[src/rtl/sgf_pkg.sv]
// Shared types, widths and codes for the sample stream gap filler.
package sgf_pkg;

   // Field and internal widths
   localparam int SAMPLE_W   = 32;
   localparam int TIME_W     = 48;
   localparam int PERIOD_W   = 20;
   localparam int CFG_W      = 32;
   localparam int CSR_IDX_W  = 3;
   localparam int FILL_W     = 6;
   localparam int DEN_W      = FILL_W + 1;
   localparam int GAP_W      = TIME_W + 2;
   localparam int DVD_W      = SAMPLE_W + 1;
   localparam int DVS_W      = PERIOD_W;
   localparam int DIV_CNT_W  = 6;
   localparam int ACC_W      = SAMPLE_W + 2;

   // Fill length cap default
   localparam int MAX_GAP_FILL_DEF = 63;

   // Register indexes
   localparam logic [CSR_IDX_W-1:0] REG_GAP_THRESHOLD = 3'd0;
   localparam logic [CSR_IDX_W-1:0] REG_GAP_TOLERANCE = 3'd1;
   localparam logic [CSR_IDX_W-1:0] REG_INTERP_ENABLE = 3'd2;
   localparam logic [CSR_IDX_W-1:0] REG_SAT_ENABLE    = 3'd3;
   localparam logic [CSR_IDX_W-1:0] REG_SAT_THRESHOLD = 3'd4;
   localparam logic [CSR_IDX_W-1:0] REG_WARMUP        = 3'd5;

   localparam logic [CFG_W-1:0] SAT_THRESHOLD_RESET = 32'h8000_0000;

   // Input item
   typedef struct packed {
      logic signed [SAMPLE_W-1:0] sample;
      logic [TIME_W-1:0]          time_us;
      logic [PERIOD_W-1:0]        sample_period_us;
      logic                       first_in_record;
   } req_data_type;

   // Result item
   typedef struct packed {
      logic signed [SAMPLE_W-1:0] value;
      logic                       interpolated;
      logic                       settled;
      logic                       gap_unfilled;
      logic                       clipped;
      logic                       last_of_run;
   } rsp_data_type;

   // Controller to datapath
   typedef struct packed {
      logic load;
      logic check;
      logic set_unfilled;
      logic set_dropping;
      logic start_stream;
      logic div_start;
      logic div_sel_den;
      logic take_n;
      logic take_d;
      logic fill_step;
      logic sel_fill;
      logic emit;
   } ctrl_cmd_type;

   // Datapath to controller
   typedef struct packed {
      logic finished;
      logic first;
      logic dropping;
      logic do_gap;
      logic gap_gt_eff;
      logic fill_ok;
      logic overlap;
      logic div_done;
      logic has_fill;
      logic k_last;
      logic out_free;
      logic clip;
   } dp_status_type;

endpackage

[src/rtl/sgf_div.sv]
// Radix-2 restoring divider, one quotient bit per cycle.
module sgf_div (
   input  logic                         clock,
   input  logic                         reset,
   input  logic                         start,
   input  logic [sgf_pkg::DVD_W-1:0]    dividend,
   input  logic [sgf_pkg::DVS_W-1:0]    divisor,
   output logic                         done,
   output logic [sgf_pkg::DVD_W-1:0]    quotient,
   output logic [sgf_pkg::DVS_W-1:0]    remainder
);
   import sgf_pkg::*;

   logic [DVD_W-1:0]     quo_ff, quo_in;
   logic [DVS_W-1:0]     rem_ff, rem_in;
   logic [DVS_W-1:0]     dvs_ff, dvs_in;
   logic [DIV_CNT_W-1:0] cnt_ff, cnt_in;
   logic                 busy_ff, busy_in;
   logic                 done_ff, done_in;
   logic [DVS_W:0]       shifted;
   logic [DVS_W:0]       diff;
   logic                 ge;

   // One shift-subtract step
   always_comb begin
      shifted = {rem_ff, quo_ff[DVD_W-1]};
      diff    = shifted - {1'b0, dvs_ff};
      ge      = (shifted >= {1'b0, dvs_ff});
   end

   always_comb begin
      quo_in  = quo_ff;
      rem_in  = rem_ff;
      dvs_in  = dvs_ff;
      cnt_in  = cnt_ff;
      busy_in = busy_ff;
      done_in = 1'b0;
      if (start) begin
         quo_in  = dividend;
         rem_in  = '0;
         dvs_in  = divisor;
         cnt_in  = '0;
         busy_in = 1'b1;
      end else if (busy_ff) begin
         rem_in = ge ? diff[DVS_W-1:0] : shifted[DVS_W-1:0];
         quo_in = {quo_ff[DVD_W-2:0], ge};
         cnt_in = cnt_ff + DIV_CNT_W'(1);
         if (cnt_ff == DIV_CNT_W'(DVD_W - 1)) begin
            busy_in = 1'b0;
            done_in = 1'b1;
         end
      end
   end

   always_ff @(posedge clock) begin
      if (reset) begin
         busy_ff <= 1'b0;
         done_ff <= 1'b0;
         cnt_ff  <= '0;
      end else begin
         busy_ff <= busy_in;
         done_ff <= done_in;
         cnt_ff  <= cnt_in;
      end
   end

   always_ff @(posedge clock) begin
      quo_ff <= quo_in;
      rem_ff <= rem_in;
      dvs_ff <= dvs_in;
   end

   assign done      = done_ff;
   assign quotient  = quo_ff;
   assign remainder = rem_ff;

endmodule

[src/rtl/sgf_dp.sv]
// Datapath: registers, stream state, gap arithmetic, fill generator, result register.
module sgf_dp #(
   parameter int MAX_GAP_FILL = sgf_pkg::MAX_GAP_FILL_DEF
) (
   input  logic                            clock,
   input  logic                            reset,
   input  sgf_pkg::req_data_type           req_data,
   output logic                            rsp_valid,
   input  logic                            rsp_ready,
   output sgf_pkg::rsp_data_type           rsp_data,
   input  logic                            csr_we,
   input  logic [sgf_pkg::CSR_IDX_W-1:0]   csr_index,
   input  logic [sgf_pkg::CFG_W-1:0]       csr_wdata,
   input  sgf_pkg::ctrl_cmd_type           cmd,
   output sgf_pkg::dp_status_type          status
);
   import sgf_pkg::*;

   // Configuration
   logic [CFG_W-1:0] gap_thr_ff, gap_thr_in;
   logic [CFG_W-1:0] gap_tol_ff, gap_tol_in;
   logic             interp_en_ff, interp_en_in;
   logic             sat_en_ff, sat_en_in;
   logic [CFG_W-1:0] sat_thr_ff, sat_thr_in;
   logic [CFG_W-1:0] warmup_ff, warmup_in;

   // Current item
   logic signed [SAMPLE_W-1:0] x_ff, x_in;
   logic [TIME_W-1:0]          t_ff, t_in;
   logic [PERIOD_W-1:0]        p_ff, p_in;
   logic                       first_ff, first_in;

   // Stream state
   logic                       open_ff, open_in;
   logic signed [SAMPLE_W-1:0] prev_ff, prev_in;
   logic [TIME_W-1:0]          prev_t_ff, prev_t_in;
   logic [PERIOD_W-1:0]        period_ff, period_in;
   logic [CFG_W-1:0]           eff_ff, eff_in;
   logic [CFG_W-1:0]           count_ff, count_in;
   logic                       dropping_ff, dropping_in;
   logic                       finished_ff, finished_in;

   // Per-item work
   logic                       unfilled_ff, unfilled_in;
   logic                       do_gap_ff, do_gap_in;
   logic [GAP_W-1:0]           gap_ff, gap_in;
   logic [FILL_W-1:0]          nfill_ff, nfill_in;
   logic signed [ACC_W-1:0]    qf_ff, qf_in;
   logic [DEN_W-1:0]           rf_ff, rf_in;
   logic signed [ACC_W-1:0]    acc_ff, acc_in;
   logic [DEN_W-1:0]           rem_ff, rem_in;
   logic [FILL_W-1:0]          k_ff, k_in;

   // Result register
   logic                       rsp_valid_ff, rsp_valid_in;
   rsp_data_type               rsp_ff, rsp_in;

   // Combinational helpers
   logic [GAP_W-1:0]           gap_calc;
   logic                       gap_neg;
   logic [GAP_W-1:0]           gap_mag;
   logic [DEN_W-1:0]           den;
   logic [DVD_W-1:0]           delta;
   logic [DVD_W-1:0]           delta_mag;
   logic [DVD_W-1:0]           div_dvd;
   logic [DVS_W-1:0]           div_dvs;
   logic                       div_done;
   logic [DVD_W-1:0]           div_quo;
   logic [DVS_W-1:0]           div_rem;
   logic [DEN_W-1:0]           div_r;
   logic signed [ACC_W-1:0]    qpos;
   logic [DEN_W:0]             rsum;
   logic                       wrap;
   logic signed [ACC_W-1:0]    fill_v;
   logic signed [SAMPLE_W-1:0] cand;
   logic [SAMPLE_W-1:0]        mag;
   logic                       clip;
   logic [CFG_W-1:0]           count_next;
   logic [CFG_W-1:0]           eff_a;
   logic [CFG_W-1:0]           two_p;
   logic                       out_free;

   // Shared divider: fill length at a gap, then the slope of the fill
   sgf_div u_div (
      .clock     (clock),
      .reset     (reset),
      .start     (cmd.div_start),
      .dividend  (div_dvd),
      .divisor   (div_dvs),
      .done      (div_done),
      .quotient  (div_quo),
      .remainder (div_rem)
   );

   // Gap, overlap, fill arithmetic
   always_comb begin
      gap_calc  = {2'b00, t_ff} - {2'b00, prev_t_ff} - GAP_W'(period_ff) - GAP_W'(1);
      gap_neg   = gap_ff[GAP_W-1];
      gap_mag   = -gap_ff;
      den       = DEN_W'(nfill_ff) + DEN_W'(1);
      delta     = {x_ff[SAMPLE_W-1], x_ff} - {prev_ff[SAMPLE_W-1], prev_ff};
      delta_mag = delta[DVD_W-1] ? -delta : delta;
      if (cmd.div_sel_den) begin
         div_dvd = delta_mag;
         div_dvs = DVS_W'(den);
      end else begin
         div_dvd = DVD_W'(gap_ff[SAMPLE_W-1:0]) + DVD_W'(period_ff) - DVD_W'(1);
         div_dvs = period_ff;
      end
      div_r  = div_rem[DEN_W-1:0];
      qpos   = ACC_W'(div_quo);
      rsum   = {1'b0, rem_ff} + {1'b0, rf_ff};
      wrap   = (rsum >= {1'b0, den});
      // Floor quotient plus remainder; bump toward zero when negative and inexact
      fill_v = acc_ff + ((acc_ff[ACC_W-1] && (rem_ff != '0)) ? ACC_W'(1) : ACC_W'(0));
      cand   = cmd.sel_fill ? fill_v[SAMPLE_W-1:0] : x_ff;
      mag    = cand[SAMPLE_W-1] ? (~cand + SAMPLE_W'(1)) : cand;
      clip   = sat_en_ff && (mag >= sat_thr_ff);
      count_next = (count_ff == '1) ? count_ff : count_ff + CFG_W'(1);
      eff_a  = (gap_thr_ff > eff_ff) ? gap_thr_ff : eff_ff;
      two_p  = CFG_W'({p_ff, 1'b0});
      out_free = !rsp_valid_ff || rsp_ready;
   end

   // Next-state logic
   always_comb begin
      gap_thr_in   = gap_thr_ff;
      gap_tol_in   = gap_tol_ff;
      interp_en_in = interp_en_ff;
      sat_en_in    = sat_en_ff;
      sat_thr_in   = sat_thr_ff;
      warmup_in    = warmup_ff;
      x_in         = x_ff;
      t_in         = t_ff;
      p_in         = p_ff;
      first_in     = first_ff;
      open_in      = open_ff;
      prev_in      = prev_ff;
      prev_t_in    = prev_t_ff;
      period_in    = period_ff;
      eff_in       = eff_ff;
      count_in     = count_ff;
      dropping_in  = dropping_ff;
      finished_in  = finished_ff;
      unfilled_in  = unfilled_ff;
      do_gap_in    = do_gap_ff;
      gap_in       = gap_ff;
      nfill_in     = nfill_ff;
      qf_in        = qf_ff;
      rf_in        = rf_ff;
      acc_in       = acc_ff;
      rem_in       = rem_ff;
      k_in         = k_ff;
      rsp_in       = rsp_ff;
      rsp_valid_in = rsp_valid_ff && !rsp_ready;

      // Register writes
      if (csr_we) begin
         case (csr_index)
            REG_GAP_THRESHOLD: gap_thr_in   = csr_wdata;
            REG_GAP_TOLERANCE: gap_tol_in   = csr_wdata;
            REG_INTERP_ENABLE: interp_en_in = csr_wdata[0];
            REG_SAT_ENABLE:    sat_en_in    = csr_wdata[0];
            REG_SAT_THRESHOLD: sat_thr_in   = csr_wdata;
            REG_WARMUP:        warmup_in    = csr_wdata;
            default: ;
         endcase
      end

      // Capture item; a zero period counts as one
      if (cmd.load) begin
         x_in        = req_data.sample;
         t_in        = req_data.time_us;
         p_in        = (req_data.sample_period_us == '0) ? PERIOD_W'(1)
                                                          : req_data.sample_period_us;
         first_in    = req_data.first_in_record;
         unfilled_in = 1'b0;
         nfill_in    = '0;
      end

      // Record start: period change closes the stream
      if (cmd.check) begin
         gap_in    = gap_calc;
         do_gap_in = first_ff && open_ff && (p_ff == period_ff);
         if (first_ff) begin
            dropping_in = 1'b0;
            if (open_ff && (p_ff != period_ff)) begin
               open_in = 1'b0;
            end
         end
      end

      if (cmd.set_unfilled) begin
         unfilled_in = 1'b1;
      end

      if (cmd.set_dropping) begin
         dropping_in = 1'b1;
      end

      // New stream: threshold raised, sticky
      if (cmd.start_stream && !open_ff) begin
         eff_in    = (two_p > eff_a) ? two_p : eff_a;
         period_in = p_ff;
         open_in   = 1'b1;
      end

      if (cmd.take_n) begin
         nfill_in = (div_quo > DVD_W'(MAX_GAP_FILL)) ? FILL_W'(MAX_GAP_FILL)
                                                      : div_quo[FILL_W-1:0];
      end

      // Floor-divided slope
      if (cmd.take_d) begin
         if (delta[DVD_W-1]) begin
            if (div_r != '0) begin
               qf_in = -qpos - ACC_W'(1);
               rf_in = den - div_r;
            end else begin
               qf_in = -qpos;
               rf_in = '0;
            end
         end else begin
            qf_in = qpos;
            rf_in = div_r;
         end
         acc_in = ACC_W'(prev_ff);
         rem_in = '0;
         k_in   = '0;
      end

      // Step to the next fill point
      if (cmd.fill_step) begin
         if (wrap) begin
            rem_in = rsum[DEN_W-1:0] - den;
            acc_in = acc_ff + qf_ff + ACC_W'(1);
         end else begin
            rem_in = rsum[DEN_W-1:0];
            acc_in = acc_ff + qf_ff;
         end
         k_in = k_ff + FILL_W'(1);
      end

      // Result out
      if (cmd.emit) begin
         rsp_valid_in        = 1'b1;
         rsp_in.value        = cand;
         rsp_in.interpolated = cmd.sel_fill;
         rsp_in.settled      = (count_next > warmup_ff);
         rsp_in.gap_unfilled = !cmd.sel_fill && unfilled_ff;
         rsp_in.clipped      = clip;
         rsp_in.last_of_run  = !cmd.sel_fill || clip;
         count_in            = count_next;
         if (clip) begin
            finished_in = 1'b1;
         end
         if (!cmd.sel_fill) begin
            prev_in   = x_ff;
            prev_t_in = t_ff;
         end
      end
   end

   // Control and stream state
   always_ff @(posedge clock) begin
      if (reset) begin
         gap_thr_ff   <= '0;
         gap_tol_ff   <= '0;
         interp_en_ff <= 1'b0;
         sat_en_ff    <= 1'b0;
         sat_thr_ff   <= SAT_THRESHOLD_RESET;
         warmup_ff    <= '0;
         open_ff      <= 1'b0;
         prev_ff      <= '0;
         prev_t_ff    <= '0;
         period_ff    <= '0;
         eff_ff       <= '0;
         count_ff     <= '0;
         dropping_ff  <= 1'b0;
         finished_ff  <= 1'b0;
         rsp_valid_ff <= 1'b0;
      end else begin
         gap_thr_ff   <= gap_thr_in;
         gap_tol_ff   <= gap_tol_in;
         interp_en_ff <= interp_en_in;
         sat_en_ff    <= sat_en_in;
         sat_thr_ff   <= sat_thr_in;
         warmup_ff    <= warmup_in;
         open_ff      <= open_in;
         prev_ff      <= prev_in;
         prev_t_ff    <= prev_t_in;
         period_ff    <= period_in;
         eff_ff       <= eff_in;
         count_ff     <= count_in;
         dropping_ff  <= dropping_in;
         finished_ff  <= finished_in;
         rsp_valid_ff <= rsp_valid_in;
      end
   end

   // Payload
   always_ff @(posedge clock) begin
      x_ff        <= x_in;
      t_ff        <= t_in;
      p_ff        <= p_in;
      first_ff    <= first_in;
      unfilled_ff <= unfilled_in;
      do_gap_ff   <= do_gap_in;
      gap_ff      <= gap_in;
      nfill_ff    <= nfill_in;
      qf_ff       <= qf_in;
      rf_ff       <= rf_in;
      acc_ff      <= acc_in;
      rem_ff      <= rem_in;
      k_ff        <= k_in;
      rsp_ff      <= rsp_in;
   end

   // Status to controller
   always_comb begin
      status.finished   = finished_ff;
      status.first      = first_ff;
      status.dropping   = dropping_ff;
      status.do_gap     = do_gap_ff;
      status.gap_gt_eff = !gap_neg && (gap_ff > GAP_W'(eff_ff));
      status.fill_ok    = interp_en_ff && (gap_ff <= GAP_W'(gap_tol_ff));
      status.overlap    = gap_neg && (gap_mag > GAP_W'(period_ff));
      status.div_done   = div_done;
      status.has_fill   = (nfill_ff != '0);
      status.k_last     = (k_ff == nfill_ff);
      status.out_free   = out_free;
      status.clip       = clip;
   end

   assign rsp_valid = rsp_valid_ff;
   assign rsp_data  = rsp_ff;

endmodule

[src/rtl/sgf_ctrl.sv]
// Controller state machine: sequences check, divide, fill and emit per item.
module sgf_ctrl (
   input  logic                   clock,
   input  logic                   reset,
   input  logic                   req_valid,
   output logic                   req_ready,
   input  sgf_pkg::dp_status_type status,
   output sgf_pkg::ctrl_cmd_type  cmd
);
   import sgf_pkg::*;

   localparam int ST_W = 4;
   localparam logic [ST_W-1:0] ST_IDLE  = 4'd0;
   localparam logic [ST_W-1:0] ST_CHECK = 4'd1;
   localparam logic [ST_W-1:0] ST_EVAL  = 4'd2;
   localparam logic [ST_W-1:0] ST_DIVN  = 4'd3;
   localparam logic [ST_W-1:0] ST_START = 4'd4;
   localparam logic [ST_W-1:0] ST_DIVD  = 4'd5;
   localparam logic [ST_W-1:0] ST_FILL  = 4'd6;
   localparam logic [ST_W-1:0] ST_FEMIT = 4'd7;
   localparam logic [ST_W-1:0] ST_EMIT  = 4'd8;

   logic [ST_W-1:0] state_ff, state_in;

   always_comb begin
      state_in  = state_ff;
      cmd       = '0;
      req_ready = 1'b0;
      case (state_ff)
         // Wait for an item
         ST_IDLE: begin
            req_ready = 1'b1;
            if (req_valid) begin
               cmd.load = 1'b1;
               state_in = ST_CHECK;
            end
         end
         // Drop after clipping, or inside a dropped record
         ST_CHECK: begin
            if (status.finished || (!status.first && status.dropping)) begin
               state_in = ST_IDLE;
            end else begin
               cmd.check = 1'b1;
               state_in  = ST_EVAL;
            end
         end
         // Gap decision at a record start
         ST_EVAL: begin
            if (status.do_gap && status.gap_gt_eff) begin
               if (status.fill_ok) begin
                  cmd.div_start = 1'b1;
                  state_in      = ST_DIVN;
               end else begin
                  cmd.set_unfilled = 1'b1;
                  state_in         = ST_START;
               end
            end else if (status.do_gap && status.overlap) begin
               cmd.set_dropping = 1'b1;
               state_in         = ST_IDLE;
            end else begin
               state_in = ST_START;
            end
         end
         // Fill length = ceil(gap / period)
         ST_DIVN: begin
            if (status.div_done) begin
               cmd.take_n = 1'b1;
               state_in   = ST_START;
            end
         end
         // Open stream if closed, then fill or pass
         ST_START: begin
            cmd.start_stream = 1'b1;
            if (status.has_fill) begin
               cmd.div_start   = 1'b1;
               cmd.div_sel_den = 1'b1;
               state_in        = ST_DIVD;
            end else begin
               state_in = ST_EMIT;
            end
         end
         // Slope = delta / (n + 1)
         ST_DIVD: begin
            cmd.div_sel_den = 1'b1;
            if (status.div_done) begin
               cmd.take_d = 1'b1;
               state_in   = ST_FILL;
            end
         end
         ST_FILL: begin
            cmd.fill_step = 1'b1;
            state_in      = ST_FEMIT;
         end
         // One interpolated item
         ST_FEMIT: begin
            cmd.sel_fill = 1'b1;
            if (status.out_free) begin
               cmd.emit = 1'b1;
               if (status.clip) begin
                  state_in = ST_IDLE;
               end else if (status.k_last) begin
                  state_in = ST_EMIT;
               end else begin
                  state_in = ST_FILL;
               end
            end
         end
         // The sample itself
         ST_EMIT: begin
            if (status.out_free) begin
               cmd.emit = 1'b1;
               state_in = ST_IDLE;
            end
         end
         default: begin
            state_in = ST_IDLE;
         end
      endcase
   end

   always_ff @(posedge clock) begin
      if (reset) begin
         state_ff <= ST_IDLE;
      end else begin
         state_ff <= state_in;
      end
   end

endmodule

[src/rtl/sample_stream_gap_filler_top.sv]
// Top level of the sample stream gap filler: controller plus datapath.
//
//   channel  ports                          width  direction
//   req      req_valid/req_ready/req_data   103    in
//   rsp      rsp_valid/rsp_ready/rsp_data   39     out
//   csr      csr_we/csr_index/csr_wdata     36     in, write only
//
// A sample inside a record steps through the check, evaluate, start and emit
// states from acceptance to its item in the output register, then returns
// to idle for the next item; a record start whose gap is filled adds two divider
// runs plus a fill and an emit step per interpolated item (fill <= 63).
// The 1-bit-per-cycle shared divider sets the gap cost.
// Synchronous active-high reset; no clearing pass.
// A stalled rsp holds the controller in its emit state; the output register
// lets the next input be taken while the last item waits.
module sample_stream_gap_filler_top #(
   parameter int MAX_GAP_FILL = sgf_pkg::MAX_GAP_FILL_DEF
) (
   input  logic                            clock,
   input  logic                            reset,
   input  logic                            req_valid,
   output logic                            req_ready,
   input  sgf_pkg::req_data_type           req_data,
   output logic                            rsp_valid,
   input  logic                            rsp_ready,
   output sgf_pkg::rsp_data_type           rsp_data,
   input  logic                            csr_we,
   input  logic [sgf_pkg::CSR_IDX_W-1:0]   csr_index,
   input  logic [sgf_pkg::CFG_W-1:0]       csr_wdata
);
   import sgf_pkg::*;

   ctrl_cmd_type  cmd;
   dp_status_type status;

   sgf_ctrl u_ctrl (
      .clock     (clock),
      .reset     (reset),
      .req_valid (req_valid),
      .req_ready (req_ready),
      .status    (status),
      .cmd       (cmd)
   );

   sgf_dp #(
      .MAX_GAP_FILL (MAX_GAP_FILL)
   ) u_dp (
      .clock     (clock),
      .reset     (reset),
      .req_data  (req_data),
      .rsp_valid (rsp_valid),
      .rsp_ready (rsp_ready),
      .rsp_data  (rsp_data),
      .csr_we    (csr_we),
      .csr_index (csr_index),
      .csr_wdata (csr_wdata),
      .cmd       (cmd),
      .status    (status)
   );

endmodule
[config.mk]
export PLATFORM = sky130hd
export DESIGN_NAME = sample_stream_gap_filler_top
export DESIGN_NICKNAME = d
export VERILOG_FILES = /design/src/rtl/sgf_pkg.sv /design/src/rtl/sgf_div.sv /design/src/rtl/sgf_dp.sv /design/src/rtl/sgf_ctrl.sv /design/src/rtl/sample_stream_gap_filler_top.sv
export SDC_FILE = /design/constraint.sdc
export NUM_CORES = 2
export LEC_CHECK = 0
export ABC_CLOCK_PERIOD_IN_PS = 11150
export BUFFER_PORTS_ARGS = -buffer_cell sky130_fd_sc_hd__buf_4
export CORE_MARGIN = 2
export CORE_UTILIZATION = 28
export DETAILED_ROUTE_END_ITERATION = 10
export GPL_TIMING_DRIVEN = 0
export SLEW_MARGIN = 20
export SYNTH_ARGS = -nofsm -noshare
export SYNTH_HDL_FRONTEND = slang
export SYNTH_SLANG_ARGS = --single-unit
[constraint.sdc]
create_clock -name clock -period 11.15 [get_ports clock]
set_clock_uncertainty 0.2 [all_clocks]
set_input_delay 0.5575 -clock clock [delete_from_list [all_inputs] [get_ports clock]]
set_output_delay 0.5575 -clock clock [all_outputs]
set_load 0.02 [all_outputs]
-- Word-level counts from Yosys, hierarchy flattened
Index checks and enable logic that the tools add are counted.
- flip-flop bits (word level): 667
- latch bits: 0
- memory bits (writable): 0
- memory bits (read-only): 0
- bits of input ports: 141
- output and inout bits: 39
- logic and storage cells: 227
- memories kept: 0
- $add $sub $neg: 22
- multiply operators: 0
- div/mod/pow operators: 0
- magnitude comparators: 10
- eq/ne operators: 23
- shift operators: 0
- multiplexer cells: 75
- bitwise operators: 3
- reductions and logical operators: 51
- operators with widths (kind ; count):
    $mux W33 ; 5
    $mux W32 ; 5
    $mux W34 ; 4
    $gt A32 B32 Y1 ; 2
    $gt A50 B20 Y1 ; 1
    $gt A50 B32 Y1 ; 1
    $le A50 B32 Y1 ; 1
    $neg A50 Y50 ; 1
    $sub A50 B1 Y50 const B ; 1
    $sub A50 B20 Y50 ; 1
    $sub A48 B48 Y49 ; 1
    $mux W7 ; 6
    $pmux W4 S9 ; 1
    $add A34 B2 Y34 const B ; 1
    $add A34 B34 Y34 ; 1
    $neg A33 Y34 ; 1
    $sub A34 B2 Y34 const B ; 1
    $add A32 B20 Y33 ; 1
    $gt A33 B6 Y1 const B ; 1
    $neg A33 Y33 ; 1
    $sub A32 B32 Y33 ; 1
    $sub A33 B1 Y33 const B ; 1
    $add A32 B1 Y32 const B ; 1
    $add A32 B2 Y32 const B ; 1
    other kinds (47) ; 143

-- Longest topological paths before layout
- depth in word-level cells: 13
- depth in mapped cells: 29

-- Cells and area by module
From an unflattened synthesis, not the netlist that was laid out.
- cells, all modules: 5825
- area, all modules: 48824.3 sq um
- modules (own cells, without submodules) (module ; instances ; cells an instance ; area an instance (sq um) ; seq. area each (sq um)):
    sgf_dp ; 1 ; 5370 ; 44018.5 ; 14483.9
    sgf_div ; 1 ; 389 ; 4300.4 ; 2152.1
    sgf_ctrl ; 1 ; 66 ; 505.5 ; 80.1

-- Worst setup path after synthesis
No wires, ideal clock.
- kind: register to register
- start: register u_ctrl.state_ff[0]
- end: register u_dp.open_ff
- library setup time: 132 ps
- data arrival time: 9908 ps
- data required time: 10818 ps
- path slack: 909 ps
- cell stages (with the launch flop): 7
- path buffers: 1
- clock period less this slack: 10241 ps
- cell sequence: dfxtp_1 clkbuf_1 nand2_1 a2111oi_0 nand2_1 a21oi_1 a21oi_1
- RTL lines (what ; line ; source):
    start: declaration ; sgf_ctrl.sv:23 ; logic [ST_W-1:0] state_ff, state_in;
    start signal: assignment ; sgf_ctrl.sv:125 ; state_ff <= state_in;
    end signal: assignment ; sgf_dp.sv:289 ; open_ff <= open_in;
    end: declaration ; sgf_dp.sv:34 ; logic open_ff, open_in;

-- Worst setup path after layout
- start: register u_dp.acc_ff[33]
- end: register u_ctrl.state_ff[1]
- word-level cells in the longest chain between the ends: 12
- RTL lines (what ; line ; source):
    start: declaration ; sgf_dp.sv:50 ; logic signed [ACC_W-1:0] acc_ff, acc_in;
    start signal: assignment ; sgf_dp.sv:313 ; acc_ff <= acc_in;
    $logic_and A1 B1 Y1 * ; sgf_dp.sv:115 ; fill_v = acc_ff + ((acc_ff[ACC_W-1] && (rem_ff != '0)) ? ACC_W'(1) : ACC_W'(0));
    $mux W1 * ; sgf_dp.sv:115 ;
    $add A32 B32 Y32 * ; sgf_dp.sv:115 ;
    $mux W32 * ; sgf_dp.sv:116 ; cand = cmd.sel_fill ? fill_v[SAMPLE_W-1:0] : x_ff;
    $not A32 Y32 ; sgf_dp.sv:117 ; mag = cand[SAMPLE_W-1] ? (~cand + SAMPLE_W'(1)) : cand;
    $add A32 B2 Y32 ; sgf_dp.sv:117 ;
    $mux W32 * ; sgf_dp.sv:117 ;
    $ge A32 B32 Y1 * ; sgf_dp.sv:118 ; clip = sat_en_ff && (mag >= sat_thr_ff);
    $logic_and A1 B1 Y1 * ; sgf_dp.sv:118 ;
    named net u_dp.clip ; sgf_dp.sv:77 ; logic clip;
    $mux W4 * ; sgf_ctrl.sv:99 ; if (status.clip) begin
    $mux W4 * ; sgf_ctrl.sv:97 ; if (status.out_free) begin
    $pmux W4 S9 * ; sgf_ctrl.sv:29 ; case (state_ff)
The timed path passes the listed nets; every way through them passes the cells marked *. The select of a mux whose other input is x is not followed.
A chain may end at the register's enable or synchronous reset.

==> flow_metrics.env <==
export IMPL_multi_input_area_um2=28300
export IMPL_seqPwrFrac_pct=29.1
export IMPL_placed_cells=8076
export IMPL_cts_tree="yes"
export IMPL_cts_hold_buf=134
export IMPL_fp_row_count=151
export IMPL_synth_edff_count=336
export IMPL_syn_to_final_growth_pct=17.3
export IMPL_gr_total_overflow=0
export IMPL_avgRoutedWirePerCell_um=19.4
export IMPL_grt_pass1_vias=40587
export IMPL_max_stage_delay_ns=0.86
export IMPL_nNetsFinal=6671
export IMPL_vias_per_cell=5.13
export IMPL_critPathMostFrequentCell="a21o_1"
export IMPL_cts_root_buffer="clkbuf_16"
export IMPL_yosysWarnings=0
export IMPL_synth_top_family_by_area="simple AND/OR/NAND/NOR gates"
export IMPL_cp_slowest_cell="nor3_1"
export IMPL_clkPwrFrac_pct=20.9
export IMPL_synthAdderAreaFrac_pct=12.2
export IMPL_dpl_worst_slack_ns=3.68
export IMPL_drtPass1Iterations=6
export IMPL_antenna_found_initial=3
export IMPL_yosysSeqAreaShare_pct=35.1
export IMPL_drv_cap=0
export IMPL_htreeDepth=3
export IMPL_synth_compound_area_share_pct=17.7
export IMPL_crit_arrival_ns=7.81
export IMPL_cts_resized=0
export IMPL_synthXorXnorAreaFrac_pct=8.84
export IMPL_worstSetupEndpointType="flop"
export IMPL_cp_required_ns=11.55
export IMPL_status="complete, no violations"
export IMPL_cts_setup_buffers=0
export IMPL_avgSynthCellArea_um2=8.40
export IMPL_worstMarginPinSlew_ns=1.13
export IMPL_max_slew_margin_rel_pct=24.9
export IMPL_numCtsBuffers=78
export IMPL_dieArea_um2=173000
export IMPL_fmax_mhz=135
export IMPL_clock_sinks=667
export IMPL_drc=0
export IMPL_synthesis_area_um2=47600
export IMPL_finalHoldViolations=0
export IMPL_pwr_density_cell_nw_per_um2=226
export IMPL_layout_drive_gt1_share_pct=6.42
export IMPL_crit_buf_inv=2
export IMPL_routabilityCongestion=0.956
export IMPL_vias=42899
export IMPL_critical_path_class="flop to flop"
export IMPL_grt_usage_pct=18.0
export IMPL_core_area_um2=169000
export IMPL_synth_flop_cell="edfxtp_1"
export IMPL_grt_pass1_wl_mm=244
export IMPL_io_pins=180
export IMPL_setup_viol=0
export IMPL_numPortBuffers=176
export IMPL_clk_pin_slew_ns=0.07
export IMPL_grt_max_degree=69
export IMPL_yosys_area_share_simple_pct=19.5
export IMPL_p_int_mw=7.11
export IMPL_clk_path_buf_depth=3
export IMPL_initial_core_util_pct=28.1
export IMPL_die_height_um=416
export IMPL_layout_setup_ws_ns=3.75
export IMPL_fin_crit_sh_pct=66.4
export IMPL_ys_async_sr_fraction_pct=0
export IMPL_min_path_type="input port to flop"
export IMPL_seq_area_um2=16700
export IMPL_leakage_nw=20.6
export IMPL_p_sw_share_pct=43.7
export IMPL_wl_mm=162
export IMPL_netlist_cell_type_count=93
export IMPL_final_fill_count=17564
export IMPL_muxShareOfSynthArea_pct=1.20
export IMPL_drt_iter0_drc=3852
export IMPL_p_switching_mw=5.52
export IMPL_die_w_um=416
export IMPL_period_minus_slack_ns=7.40
export IMPL_cp_start_kind="flop"
export IMPL_post_synth_inst_count=5667
export IMPL_worstPathMaxFanout=10
export IMPL_synth_seq_cells=667
export IMPL_slew_violations=0
export IMPL_clock_latency_ns=0.68
export IMPL_ant_nets=0
export IMPL_power_frac_comb_pct=50.0
export IMPL_synth_nets=6266
export IMPL_hpwlAfterDp_mm=128
export IMPL_rsz0062_at_grt="no"
export IMPL_critPathTopFamily="compound AO/OA/AOI/OAI gates"
export IMPL_ir_drop_mv=0.133
export IMPL_instances_no_fill=8356
==> cell type report <==
cell class	count	area share (%)
Inverter	452	3.05
Multi-Input combinational cell	4302	50.6
Antenna cell	2	0.00896
Clock inverter	37	0.675
Tap cell	2218	4.97
Buffer	246	1.67
Clock buffer	107	3.97
Timing Repair Buffer	325	5.09
Sequential cell	667	29.9
==> metal layers <==
metal	global-route usage (%)	vias to the layer above	wire (µm)
li1	-	20887	-
met3	2.97	292	10400
met5	0	-	0
met1	24.4	20345	73200
met2	28.9	1375	72300
met4	6.18	0	6010
==> worst register-to-register path: cells and delay by family, from the launching register on <==
kind / cells / cell delay, ns
compound gates: 12 / 2.95
xor+xnor: 2 / 0.45
fa+ha+maj: 2 / 0.63
buf+inv: 2 / 0.65
flops: 1 / 0.48
simple gates: 7 / 1.98
==> flip-flops by register name, summed over array words and instances (netlist names), 32 cells and up <==
register             cells
u_dp.prev_ff            32
u_dp.gap_tol_ff         32
u_dp.t_ff               48
u_dp.qf_ff              34
u_dp.gap_thr_ff         32
u_dp.sat_thr_ff         32
u_dp.count_ff           32
u_dp.rsp_data           37
u_dp.gap_ff             50
u_dp.x_ff               32
u_dp.prev_t_ff          48
u_dp.u_div.quotient     33
u_dp.warmup_ff          32
u_dp.eff_ff             32
u_dp.acc_ff             34
==> kinds of logic (layout without fill, tap and decap cells) <==
logic type | after synthesis | count (layout)
xor gates and xnor gates | 480 | 480
buffers and inverters | 698 | 1167
other | 0 | 2
muxes | 56 | 56
and+or+nand+nor | 1954 | 1954
DFF | 667 | 667
AOI/OAI and AO/OA | 1354 | 1354
adders and majority gates | 458 | 458
==> power groups by stage <==
| stage | Clock (mW) | Combinational (mW) | Sequential [mW] |
|---|---|---|---|
| 2_1_floorplan | 0 | 4.48 | 3.43 |
| 3_3_place_gp | 0 | 6.00 | 3.76 |
| 3_5_place_dp | 0 | 6.13 | 3.71 |
| 4_1_cts | 2.69 | 6.21 | 3.66 |
| 5_1_grt | 2.78 | 6.93 | 3.69 |
| 6_report | 2.64 | 6.31 | 3.68 |
==> cell usage in the layout, fill, tap and decap left out, types with 187 or more instances in the layout <==
master,n
o21ai_0,222
inv_1,448
ha_1,449
xor2_1,187
a21oi_1,549
clkbuf_1,252
xnor2_1,293
dfxtp_1,331
edfxtp_1,336
nor2_1,393
nand2_1,776
==> synth_stat cells, types with 13 or more instances <==
master	instances	area (µm²)
or4_1	20	150
o311ai_0	27	236
and4_1	15	131
mux2i_1	50	500
nor2_1	394	1480
o21bai_1	29	218
a31oi_1	48	300
and3_1	42	263
nor3_1	127	636
xnor2_1	293	2570
ha_1	449	5620
a31o_2	14	123
a21o_1	155	1160
o211ai_1	33	248
or2_2	28	175
nor4_1	45	282
a22o_1	13	114
clkbuf_1	236	886
a21oi_1	549	2750
a211oi_1	43	323
inv_1	449	1690
or3_1	63	394
nand2b_1	45	282
nand3_1	140	701
o21a_1	44	330
o31ai_1	30	225
nand4b_1	25	219
o21ai_0	223	1120
nand2_1	777	2920
xor2_1	187	1640
nor2b_1	48	300
dfxtp_1	331	6630
edfxtp_1	336	10100
and2_1	34	213
nand4_1	96	601
==> final timing paths <==
check,end,cells after the start,slack (ns),from
setup / recovery,u_ctrl.state_ff[1],25,3.75,u_dp.acc_ff[33]
hold / removal,u_dp.interp_en_ff,5,0.15,csr_index[1]
setup reg to reg,u_ctrl.state_ff[1],25,3.75,u_dp.acc_ff[33]
hold reg to reg,u_dp.prev_t_ff[22],2,0.25,u_dp.prev_t_ff[22]
==> stage by stage <==
stage | total power [mW] | util [%] | setup TNS [ns] | hold slack (ns) | area, µm²
after floorplan | 7.91 | - | 0 | 0.233 | 47600
after global placement | 9.76 | 30.6 | -141.60 | 0.243 | 51700
after detailed placement | 9.84 | 30.7 | 0 | 0.247 | 51900
after CTS | 12.6 | 33.0 | 0 | 0.106 | 55800
after global routing | 13.4 | 33.0 | 0 | 0.153 | 55800
final | 12.6 | 33.0 | 0 | 0.151 | 55800
No activity file was read; power rests on OpenSTA's default activity.
